===== config.mk =====
export PLATFORM = sky130hd
export DESIGN_NAME = rau_front
export DESIGN_NICKNAME = d
export VERILOG_FILES = /design/src/hw/rtl/rau_pkg.sv /design/src/hw/rtl/rau_front.sv
export SDC_FILE = /design/constraint.sdc
export NUM_CORES = 1
export LEC_CHECK = 0
export BUFFER_PORTS_ARGS = -buffer_cell sky130_fd_sc_hd__buf_2
export CAP_MARGIN = 20
export CORE_ASPECT_RATIO = 1.2
export CORE_UTILIZATION = 44
export CTS_CLUSTER_SIZE = 16
export DETAILED_ROUTE_END_ITERATION = 16
export PLACE_DENSITY = 0.77
export SYNTH_ARGS = -nofsm -noshare
export SYNTH_HDL_FRONTEND = slang
export SYNTH_SLANG_ARGS = --single-unit

===== constraint.sdc =====
create_clock -name clk -period 4.4 [get_ports clk]
set_input_delay 1.1 -clock clk [delete_from_list [all_inputs] [get_ports clk]]
set_output_delay 1.1 -clock clk [all_outputs]
set_load 0.05 [all_outputs]

===== src/hw/rtl/rau_pkg.sv =====
// Shared types and constants for the rational arithmetic unit.
package rau_pkg;

    localparam int WORD_W = 32;
    localparam int MAG_W  = WORD_W + 1;
    localparam int WIDE_W = 2 * MAG_W;
    localparam int CNT_W  = $clog2(WIDE_W + 1);

    localparam logic [2:0] MODE_ADD = 3'd0;
    localparam logic [2:0] MODE_SUB = 3'd1;
    localparam logic [2:0] MODE_MUL = 3'd2;
    localparam logic [2:0] MODE_DIV = 3'd3;
    localparam logic [2:0] MODE_NEG = 3'd4;
    localparam logic [2:0] MODE_RCP = 3'd5;

    localparam logic [1:0] ST_OK   = 2'd0;
    localparam logic [1:0] ST_OVF  = 2'd1;
    localparam logic [1:0] ST_DIV0 = 2'd2;

    // Classified item handed from front to back.
    typedef struct packed {
        logic [2:0]       mode;
        logic             fail;
        logic             a_neg;
        logic [MAG_W-1:0] a_num;
        logic [MAG_W-1:0] a_den;
        logic             b_neg;
        logic [MAG_W-1:0] b_num;
        logic [MAG_W-1:0] b_den;
    } rau_cmd_t;

    localparam int CMD_W = $bits(rau_cmd_t);

    typedef struct packed {
        logic [WORD_W-1:0]   num;
        logic [WORD_W-2:0]   den;
        logic [1:0]          status;
    } rau_res_t;

endpackage


===== src/hw/rtl/rau_front.sv =====
// Front end: takes operand transfers, forms magnitudes and flags zero divisors.
module rau_front
    import rau_pkg::*;
(
    input  logic                   clk,
    input  logic                   rst_n,
    input  logic                   in_valid,
    output logic                   in_ready,
    input  logic [2:0]             mode,
    input  logic signed [WORD_W-1:0] a_num,
    input  logic signed [WORD_W-1:0] a_den,
    input  logic signed [WORD_W-1:0] b_num,
    input  logic signed [WORD_W-1:0] b_den,
    output logic                   cmd_valid,
    input  logic                   cmd_ready,
    output rau_cmd_t               cmd
);

    rau_cmd_t cmd_next;
    logic     valid_reg;
    rau_cmd_t cmd_reg;

    function automatic logic [MAG_W-1:0] mag(input logic [WORD_W-1:0] v);
        logic [MAG_W-1:0] x;
        begin
            x = {1'b0, v};
            mag = v[WORD_W-1] ? (MAG_W'(0) - {1'b1, v}) : x;
        end
    endfunction

    always_comb
    begin
        cmd_next.mode  = mode;
        cmd_next.a_num = mag(a_num);
        cmd_next.a_den = mag(a_den);
        cmd_next.b_num = mag(b_num);
        cmd_next.b_den = mag(b_den);
        cmd_next.a_neg = a_num[WORD_W-1] ^ a_den[WORD_W-1];
        cmd_next.b_neg = b_num[WORD_W-1] ^ b_den[WORD_W-1];
        cmd_next.fail  = 1'b0;
        if (mode <= MODE_RCP)
        begin
            if (a_den == '0)
                cmd_next.fail = 1'b1;
            if (mode <= MODE_DIV && b_den == '0)
                cmd_next.fail = 1'b1;
            if (mode == MODE_DIV && b_num == '0)
                cmd_next.fail = 1'b1;
            if (mode == MODE_RCP && a_num == '0)
                cmd_next.fail = 1'b1;
        end
    end

    assign in_ready  = !valid_reg || cmd_ready;
    assign cmd_valid = valid_reg;
    assign cmd       = cmd_reg;

    always_ff @(posedge clk or negedge rst_n)
    begin
        if (!rst_n)
            valid_reg <= 1'b0;
        else if (in_ready)
            valid_reg <= in_valid;
    end

    always_ff @(posedge clk)
    begin
        if (in_ready && in_valid)
            cmd_reg <= cmd_next;
    end

endmodule


---- Yosys cells after proc, flatten, opt, wreduce, memory -nomap -nowiden ----
Index checks and enable logic that the tools add are counted.
storage, ports and cells
  output and inout port bits .............. 140
  register bits ........................... 139
  word-level logic and storage cells ...... 41
  input bits .............................. 135
operators by class
  bitwise logic cells ..................... 2
  magnitude comparators ................... 2
  equality and inequality tests ........... 2
  add/sub/neg operators ................... 4
  reductions and logical operators ........ 10
  mux-type cells .......................... 8
operators by type and width
  kind                   number
  $sub 1x33->33 const A  4
  $logic_not 32->1       4
  $mux 31                4
  $logic_and 1x1->1      4
  $mux 1                 4
  $eq 3x2->1 const B     1
  $eq 3x3->1 const B     1
  $le 3x2->1 const B     1
  $le 3x3->1 const B     1
  $xor 1x1->1            2
  $logic_not 1->1        1
  $logic_or 1x1->1       1

---- Logic depth before layout (Yosys ltp) ----
Gate-level depths: netlist of run 1.
  depth in word-level cells ............... 5
  depth in mapped cells ................... 7
  mapped depth without buffers ............ 7

---- Least setup slack after synthesis of run 1 ----
No wires, ideal clock.
  path type ............................... input to register
  from .................................... input cmd_ready
  to ...................................... register cmd_reg, in the netlist cmd[0] (enable)
  buffers on the path ..................... 0
  setup time .............................. 0.513 ns
  data required time ...................... 3.887 ns
  arrival time ............................ 4.803 ns
  path slack .............................. -0.916 ns
  stages on the path ...................... 2
  cell sequence ........................... nand2b_1 > and2_1
on the way
  word-level cells in the longest chain between the ends .. 2
ends and longest elaborated chain
  element               line             RTL
  start, declared       rau_front.sv:15  input logic cmd_ready,
  $logic_or 1x1->1      rau_front.sv:54  assign in_ready = !valid_reg || cmd_ready;
  $logic_and 1x1->1     rau_front.sv:68  if (in_ready && in_valid)
  end signal, assigned  rau_front.sv:69  cmd_reg <= cmd_next;
  end, declared         rau_front.sv:21  rau_cmd_t cmd_reg;
No other way between the ends.
A chain may end at the register's enable or synchronous reset.

---- Worst setup path in the final report of run 1 ----
  from .................................... input b_den[4]
  to ...................................... register cmd_reg, in the netlist cmd[134], data pin
on the way
  word-level cells in the longest chain between the ends .. 5
ends and longest elaborated chain
  element            line             RTL
  start, declared    rau_front.sv:13  input logic signed [WORD_W-1:0] b_den,
  $logic_not 32->1   rau_front.sv:45  if (mode <= MODE_DIV && b_den == '0)
  $logic_and 1x1->1  rau_front.sv:45
  $mux 1             rau_front.sv:45
  $mux 1             rau_front.sv:47  if (mode == MODE_DIV && b_num == '0)
  $mux 1             rau_front.sv:49  if (mode == MODE_RCP && a_num == '0)
No other way between the ends.

==> flow_summary.json, run 1 <==
{
  "gr-total-overflow": 0,
  "finalHoldViolCount": 0,
  "maxCapViolations": 0,
  "synth.top_cell.area_share_pct": 60.4,
  "rsz0062_at_grt": "no",
  "status": "completed",
  "grt_max_degree": 80,
  "start_kind": "input port",
  "gp_congestion": 0.839,
  "crit_fanout": 6,
  "dp_hpwl_um": 12200,
  "htree_levels": 4,
  "tightest_slew_ns": 0.700,
  "rows": 49,
  "drt-initial-drc-count": 315,
  "synthCells": 534,
  "clkSlewWorstSetupHoldPaths_ns": 0.05,
  "clkSinkCount": 139,
  "cts_resized": 0,
  "cpMostUsedCell": "or4_1",
  "syn2layout_area_growth_pct": 31.6,
  "layout-drive-gt1-share_pct": 37.6,
  "critPathCaptureType": "flop",
  "grt_pass1_vias": 5005,
  "drc": 0,
  "die_width_um": 116,
  "met1_length_um": 6430,
  "grt_pass1_wl_um": 24900,
  "syn_avg_cell_area_um2": 12.8,
  "ys_types": 34,
  "vias_per_cell": 5.17,
  "route.vias.total": 5365,
  "met2_length_um": 8220,
  "wirelength_um": 16100,
  "whs_ns": 0.452,
  "ys_top_cells_by_area": "edfxtp_1 (60%), xnor2_1 (15%), o31ai_1 (4.2%)",
  "wl_per_cell_um": 15.5,
  "met3WireLength_um": 1150,
  "ys_warn_count": 0,
  "netlist_area_mm2": 0.00686,
  "yosys.area.top_type": "edfxtp_1",
  "power_density_mw_per_mm2": 405,
  "cts_setup_buffers": 0,
  "slew_headroom_pct": 52.9,
  "grtUsageTotal_pct": 20.1,
  "fin_crit_sh_pct": 65.9,
  "layout_common_cells": "buf_2 (274), edfxtp_1 (138), xnor2_1 (116)",
  "ys_ff_latch": 139,
  "cts_hold_buf": 0,
  "pre_cts_ws_ns": 1.09,
  "cts_buffer_depth": 2,
  "p_total_w": 0.00366,
  "setup_viol": 0,
  "slew_viol_final": 0,
  "p_leak_nw": 3.38,
  "skew_ns": 0.00398,
  "io_pins": 275,
  "core_area_mm2": 0.0151,
  "crit_type": "in2reg",
  "final.min_clock_period_ns": 2.90,
  "final_common_cell": "buf_2",
  "worstPathCellList": "buf_2 > or4_1 > nor3_1 > nand4_1 > or4_1 > a22oi_1",
  "arrival_ns": 3.15,
  "max_stage_delay_ns": 0.57,
  "final_nets": 960,
  "final_util_pct": 59.9,
  "irDropWorstVdd_mv": 0.206,
  "largest_reg_flops": 138,
  "die_area_mm2": 0.0161,
  "tns_ns": 0,
  "cts_tree": "done",
  "antenna_found_initial": 1,
  "critPathSlowestCell": "or4_1",
  "fmax_mhz": 345,
  "die_h_um": 139,
  "worstSkewPairLatency_ns": 0.41,
  "start_util_pct": 45.5,
  "layout_setup_ws_ns": 1.50,
  "top_layer_used": "met4",
  "worst-endpoint-required_ns": 4.65,
  "hold_class": "in2async",
  "numCtsBuffers": 17,
  "portBuffers": 274,
  "ant_nets": 0,
  "synth-seq-area-share_pct": 60.8,
  "cts_root_buffer": "clkbuf_16",
  "drt_first_pass_iters": 4
}
[cell type report]
| cell class | count | area (um^2) |
|---|---|---|
| diodes | 1 | 2.50 |
| clock buffers | 19 | 433 |
| clock inverters | 11 | 105 |
| fillers | 1304 | 6050 |
| inverters | 11 | 41.3 |
| multi-input cells | 375 | 2620 |
| flip-flops and latches | 139 | 4170 |
| well taps | 204 | 255 |
| repair buffers | 277 | 1410 |
[per-stage QoR]
stage	std cells	instance area, um^2
floorplan	537	6870
global placement	1006	8490
detailed placement	1006	8490
CTS	1036	9030
global route	1037	9030
finish	1037	9030
[power breakdown]
group / switching, W / total, W / internal (W)
clock: 0.000502 / 0.00132 / 0.000815
combinational: 0.000535 / 0.000738 / 0.000202
sequential: 0.0000203 / 0.00160 / 0.00158
total: 0.00106 / 0.00366 / 0.00260
[worst paths after layout]
kind,start,endpoint,slack (ns),cells past startpoint
min,rst_n,cmd_valid,0.45,1
max in group asynchronous,rst_n,cmd_valid,3.87,1
min reg2reg,cmd_valid,cmd_valid,0.53,2
max,b_den[4],cmd[134],1.50,6
min in group clk,cmd_valid,cmd_valid,0.53,2
max reg2reg,cmd_valid,cmd[73],2.64,3
[synth_stat cells]
| cell type | count |
|---|---|
| nor4_1 | 12 |
| and3_1 | 1 |
| nor3_1 | 12 |
| xnor2_1 | 116 |
| or2_2 | 6 |
| edfxtp_1 | 138 |
| and2_1 | 2 |
| clkbuf_1 | 12 |
| or3b_2 | 1 |
| or4_1 | 20 |
| or4_4 | 1 |
| conb_1 | 1 |
| nand2_1 | 44 |
| nor2b_1 | 3 |
| or3_1 | 8 |
| nor4_2 | 2 |
| inv_1 | 11 |
| nand2b_1 | 10 |
| dfrtp_1 | 1 |
| and4b_1 | 1 |
| nor4bb_1 | 1 |
| o41ai_1 | 16 |
| o21ai_0 | 41 |
| nor3b_1 | 2 |
| nor4b_1 | 2 |
| nand3_1 | 8 |
| xor2_1 | 2 |
| nor2_1 | 7 |
| nand4_1 | 6 |
| o31ai_1 | 38 |
| ha_1 | 4 |
| a22oi_1 | 1 |
| or3_4 | 2 |
| and4_1 | 2 |
[routing by layer]
metal  track usage (%)  up-vias
met2              34.3      200
met4              7.76        0
met1              23.4     2519
li1                  -     2624
met3              6.08       22
met5                 0        -
[worst max-delay path: cells and delay by family]
kind                   cells  cell delay (ns)
buffers and inverters      1             0.13
AOI/OAI and AO/OA          1             0.19
and+or+nand+nor            4             1.74
[cells by family after synthesis]
logic type               synth area share, %
other                                 0.0547
AND/OR/NAND/NOR                         12.8
flip-flops                              60.8
adder cells (fa/ha/maj)                0.730
XOR/XNOR                                15.1
buffers and inverters                   1.26
AO/OA/AOI/OAI                           9.30
Note: power is estimated with default switching activity, not from simulation.
==> run 2, diff against run 1 <==
--- a/config.mk
+++ b/config.mk
@@ -8,10 +8,10 @@
 export BUFFER_PORTS_ARGS = -buffer_cell sky130_fd_sc_hd__buf_2
 export CAP_MARGIN = 20
 export CORE_ASPECT_RATIO = 1.2
-export CORE_UTILIZATION = 44
+export CORE_UTILIZATION = 49
 export CTS_CLUSTER_SIZE = 16
 export DETAILED_ROUTE_END_ITERATION = 16
-export PLACE_DENSITY = 0.77
+export PLACE_DENSITY = 0.81
 export SYNTH_ARGS = -nofsm -noshare
 export SYNTH_HDL_FRONTEND = slang
 export SYNTH_SLANG_ARGS = --single-unit
==> constraint.sdc (replaced) <==
create_clock -name clk -period 2.85 [get_ports clk]
set_input_delay 0.7125 -clock clk [delete_from_list [all_inputs] [get_ports clk]]
set_output_delay 0.7125 -clock clk [all_outputs]
set_load 0.05 [all_outputs]
==> flow_summary.json, run 2 (synthesis gave the netlist of run 1 again) <==
{
  "wl_per_cell_um": 16.0,
  "setup_viol": 0,
  "antenna_found_initial": 1,
  "numCtsBuffers": 17,
  "syn2layout_area_growth_pct": 33.1,
  "crit_family": "simple AND/OR/NAND/NOR gates",
  "power_density_mw_per_mm2": 628,
  "design_area_mm2": 0.00913,
  "cts_hold_buf": 0,
  "die_width_um": 110,
  "largest_reg_flops": 138,
  "htree_levels": 4,
  "arrival_ns": 2.54,
  "cts_resized": 0,
  "grt_max_degree": 75,
  "core_area_mm2": 0.0137,
  "drc": 0,
  "crit_fanout": 6,
  "worst-endpoint-required_ns": 3.00,
  "tightest_slew_ns": 0.549,
  "hold_class": "in2async",
  "fin_crit_sh_pct": 83.9,
  "place_area_mm2": 0.00857,
  "final.min_clock_period_ns": 2.39,
  "ant_nets": 0,
  "dp_hpwl_um": 12400,
  "critPathSlowestCell": "or4_1",
  "die_area_mm2": 0.0145,
  "cts_setup_buffers": 0,
  "p_total_w": 0.00573,
  "critPathCaptureType": "flop",
  "layout_setup_ws_ns": 0.459,
  "slew_viol_final": 0,
  "worstSkewPairLatency_ns": 0.41,
  "layout_common_cells": "buf_2 (274), edfxtp_1 (138), xnor2_1 (116)",
  "max_stage_delay_ns": 0.61,
  "cts_buffer_depth": 2,
  "fmax_mhz": 418,
  "final_nets": 975,
  "rows": 47,
  "grtUsageTotal_pct": 23.1,
  "clkSinkCount": 139,
  "grt_pass1_wl_um": 25500,
  "route.vias.total": 5465,
  "gr-total-overflow": 0,
  "worstPathCellList": "buf_2 > or4_1 > nor4_1 > buf_4 > nand3_1 > o41ai_1 > xnor2_1",
  "maxCapViolations": 0,
  "start_kind": "input port",
  "final_common_cell": "buf_2",
  "cts_tree": "done",
  "wirelength_um": 16300,
  "io_pins": 275,
  "rsz0062_at_grt": "no",
  "tns_ns": 0,
  "layout-drive-gt1-share_pct": 39.2,
  "clkSlewWorstSetupHoldPaths_ns": 0.06,
  "finalHoldViolCount": 0,
  "drt_first_pass_iters": 5,
  "gp_congestion": 0.813,
  "status": "completed",
  "slew_headroom_pct": 63.0,
  "skew_ns": 0.00656,
  "drt-initial-drc-count": 234,
  "crit_type": "in2reg",
  "nFillCells": 1067,
  "cts_root_buffer": "clkbuf_16",
  "pre_cts_ws_ns": 0.0176,
  "vias_per_cell": 5.36,
  "p_leak_nw": 3.47,
  "die_h_um": 132,
  "grt_pass1_vias": 5275,
  "cp_num_buf_inv": 2,
  "start_util_pct": 50.1,
  "irDropWorstVdd_mv": 0.359,
  "portBuffers": 274
}
==> run 2: worst paths after layout <==
| path | depth (start not counted) | slack [ns] | end | start |
|---|---|---|---|---|
| max in group asynchronous | 1 | 2.70 | cmd_valid | rst_n |
| min reg2reg | 2 | 0.54 | cmd_valid | cmd_valid |
| min in group clk | 1 | 0.51 | cmd[100] | a_num[0] |
| max | 7 | 0.46 | cmd[125] | a_num[6] |
| max reg2reg | 3 | 1.44 | cmd[34] | cmd_valid |
| min | 1 | 0.07 | cmd_valid | rst_n |
==> run 2: power breakdown <==
group,switching [W],internal [W],leakage (nW)
clock network,0.000829,0.00127,0.268
registers,0.0000322,0.00244,1.33
logic,0.000833,0.000320,1.87
==> run 2: routing by layer <==
layer	track usage, %	wire length, um	vias up
met4	9.19	369	0
met1	26.6	6280	2558
met3	6.30	1140	28
li1	-	-	2649
met5	0	0	-
met2	39.9	8540	230
==> run 2: worst register-to-register path, cell delays in order (launching register included) <==
cell and delay [ns]:
dfrtp_1 0.37, nand2b_1 0.12, and2_4 0.19, buf_12 0.33
==> run 2: stage by stage <==
| stage | hold WS [ns] | utilization, % | std cells |
|---|---|---|---|
| 3_3_place_gp | 0.487 | 62.6 | 988 |
| 6_report | 0.0660 | 66.7 | 1020 |
| 5_1_grt | 0.0503 | 66.7 | 1020 |
| 4_1_cts | 0.0515 | 66.6 | 1019 |
| 3_5_place_dp | 0.489 | 62.6 | 988 |
| 2_1_floorplan | 0.417 | - | 537 |
==> run 2: final cells by class <==
class,count,area (um^2),area share (%)
Sequential cell,139,4170,45.6
Clock buffer,18,429,4.70
Multi-Input combinational cell,375,2620,28.7
Clock inverter,13,128,1.40
Inverter,11,41.3,0.452
Antenna cell,1,2.50,0.0274
Timing Repair Buffer,292,1530,16.8
Tap cell,171,214,2.34
==> run 3, diff against run 2 <==
--- a/config.mk
+++ b/config.mk
@@ -8,10 +8,10 @@
 export BUFFER_PORTS_ARGS = -buffer_cell sky130_fd_sc_hd__buf_2
 export CAP_MARGIN = 20
 export CORE_ASPECT_RATIO = 1.2
-export CORE_UTILIZATION = 49
+export CORE_UTILIZATION = 44
 export CTS_CLUSTER_SIZE = 16
 export DETAILED_ROUTE_END_ITERATION = 16
-export PLACE_DENSITY = 0.81
+export PLACE_DENSITY = 0.77
 export SYNTH_ARGS = -nofsm -noshare
 export SYNTH_HDL_FRONTEND = slang
 export SYNTH_SLANG_ARGS = --single-unit
==> constraint.sdc (replaced) <==
create_clock -name clk -period 2 [get_ports clk]
set_input_delay 0.5 -clock clk [delete_from_list [all_inputs] [get_ports clk]]
set_output_delay 0.5 -clock clk [all_outputs]
set_load 0.05 [all_outputs]
==> flow_summary.json, run 3 (synthesis gave the netlist of run 1 again) <==
{
  "cts_tree": "done",
  "grt_max_degree": 50,
  "ant_nets": 0,
  "irDropWorstVdd_mv": 0.462,
  "arrival_ns": 2.39,
  "tns_ns": -0.248,
  "finalHoldViolCount": 0,
  "power_density_mw_per_mm2": 822,
  "rsz0062_at_grt": "yes",
  "start_util_pct": 45.5,
  "gp_congestion": 0.835,
  "critPathCaptureType": "flop",
  "violations": "negative setup slack",
  "clkSlewWorstSetupHoldPaths_ns": 0.06,
  "worstSkewPairLatency_ns": 0.41,
  "crit_type": "in2reg",
  "rows": 49,
  "crit_fanout": 2,
  "final_nets": 1101,
  "antenna_found_initial": 4,
  "drt-initial-drc-count": 319,
  "grt_pass1_vias": 5724,
  "grt_pass1_wl_um": 27900,
  "p_leak_nw": 4.24,
  "largest_reg_flops": 138,
  "route.vias.total": 5924,
  "drt_first_pass_iters": 5,
  "status": "complete, but fails checks",
  "whs_ns": 0.295,
  "maxCapViolations": 0,
  "syn2layout_area_growth_pct": 55.4,
  "seq_area_mm2": 0.00417,
  "numCtsBuffers": 17,
  "start_kind": "input port",
  "multiInputGateArea_mm2": 0.00304,
  "io_pins": 275,
  "die_h_um": 139,
  "worst-endpoint-required_ns": 2.26,
  "clkSinkCount": 139,
  "htree_levels": 4,
  "nFillCells": 1097,
  "hold_class": "in2reg",
  "grtUsageTotal_pct": 22.7,
  "portBuffers": 274,
  "slew_viol_final": 0,
  "die_width_um": 116,
  "vias_per_cell": 5.01,
  "core_area_mm2": 0.0151,
  "design_area_mm2": 0.0107,
  "cts_buffer_depth": 2,
  "pre_cts_ws_ns": -0.602,
  "final_common_cell": "buf_2",
  "drc": 0,
  "wl_per_cell_um": 15.2,
  "skew_ns": 0.00733,
  "die_area_mm2": 0.0161,
  "wirelength_um": 18000,
  "place_area_mm2": 0.00988,
  "setup_viol": 3,
  "fmax_mhz": 469,
  "final.min_clock_period_ns": 2.13,
  "gr-total-overflow": 0,
  "p_total_w": 0.00876,
  "layout_common_cells": "buf_2 (271), buf_4 (139), edfxtp_1 (138)",
  "layout_setup_ws_ns": -0.133,
  "fin_crit_sh_pct": 107,
  "dp_hpwl_um": 13900,
  "cts_root_buffer": "clkbuf_16",
  "layout-drive-gt1-share_pct": 53.5
}
## run 3: final timing paths
| path | start | to | slack (ns) | cells past startpoint |
|---|---|---|---|---|
| max reg2reg | cmd_valid | cmd[39] | 0.67 | 3 |
| min in group asynchronous | rst_n | cmd_valid | 0.42 | 2 |
| max in group asynchronous | rst_n | cmd_valid | 1.49 | 2 |
| max | b_den[25] | cmd[134] | -0.13 | 6 |
| min reg2reg | cmd_valid | cmd_valid | 0.55 | 2 |
| min | a_num[0] | cmd[100] | 0.29 | 1 |
## run 3: repair_timing
| item | in CTS | in global routing |
|---|---|---|
| setup buffers | 0 | 2 |
| endpoints found under the hold margin | 1 | 0 |
| resized for setup | 6 | 16 |
| hold buffers | 1 | 0 |
| pin swaps | 1 | 8 |
| setup endpoints to repair | 3 | 19 |
| gates cloned | 0 | 0 |
## run 3: area by class of cell
cell class	count	area share (%)
multi-input cells	375	28.5
well taps	204	2.39
clock inverters	14	1.90
flip-flops and latches	139	39.1
repair buffers	418	23.6
inverters	11	0.387
diodes	4	0.0939
clock buffers	17	3.99
## run 3: report_power, final
group	leakage [nW]	internal, W	switching [W]
logic	2.61	0.000619	0.00126
clock network	0.307	0.00219	0.00116
registers	1.33	0.00348	0.0000475
total	4.24	0.00629	0.00247
## run 3: worst max-delay path, cell delays in order
cell	delay, ns
buf_6	0.09
or4_4	0.53
or3_4	0.34
or3_4	0.34
or4_4	0.43
a22oi_2	0.16
## run 3: metal layers
metal  GRT usage (%)  vias to the layer above  wire length (um)  part of all wire [%]
li1                -                     2909                 -                     -
met1            24.7                     2754              6820                    38
met2            39.9                      226              9500                    53
met3            5.86                       35              1140                   6.3
met4            11.7                        0               560                   3.1
met5               0                        -                 0                     0
## run 3: through the flow
| step | utilization, % | std cells |
|---|---|---|
| global placement | 65.5 | 1144 |
| global route | 70.7 | 1182 |
| detailed placement | 65.5 | 1144 |
| floorplan | - | 537 |
| CTS | 69.9 | 1176 |
| finish | 70.7 | 1182 |
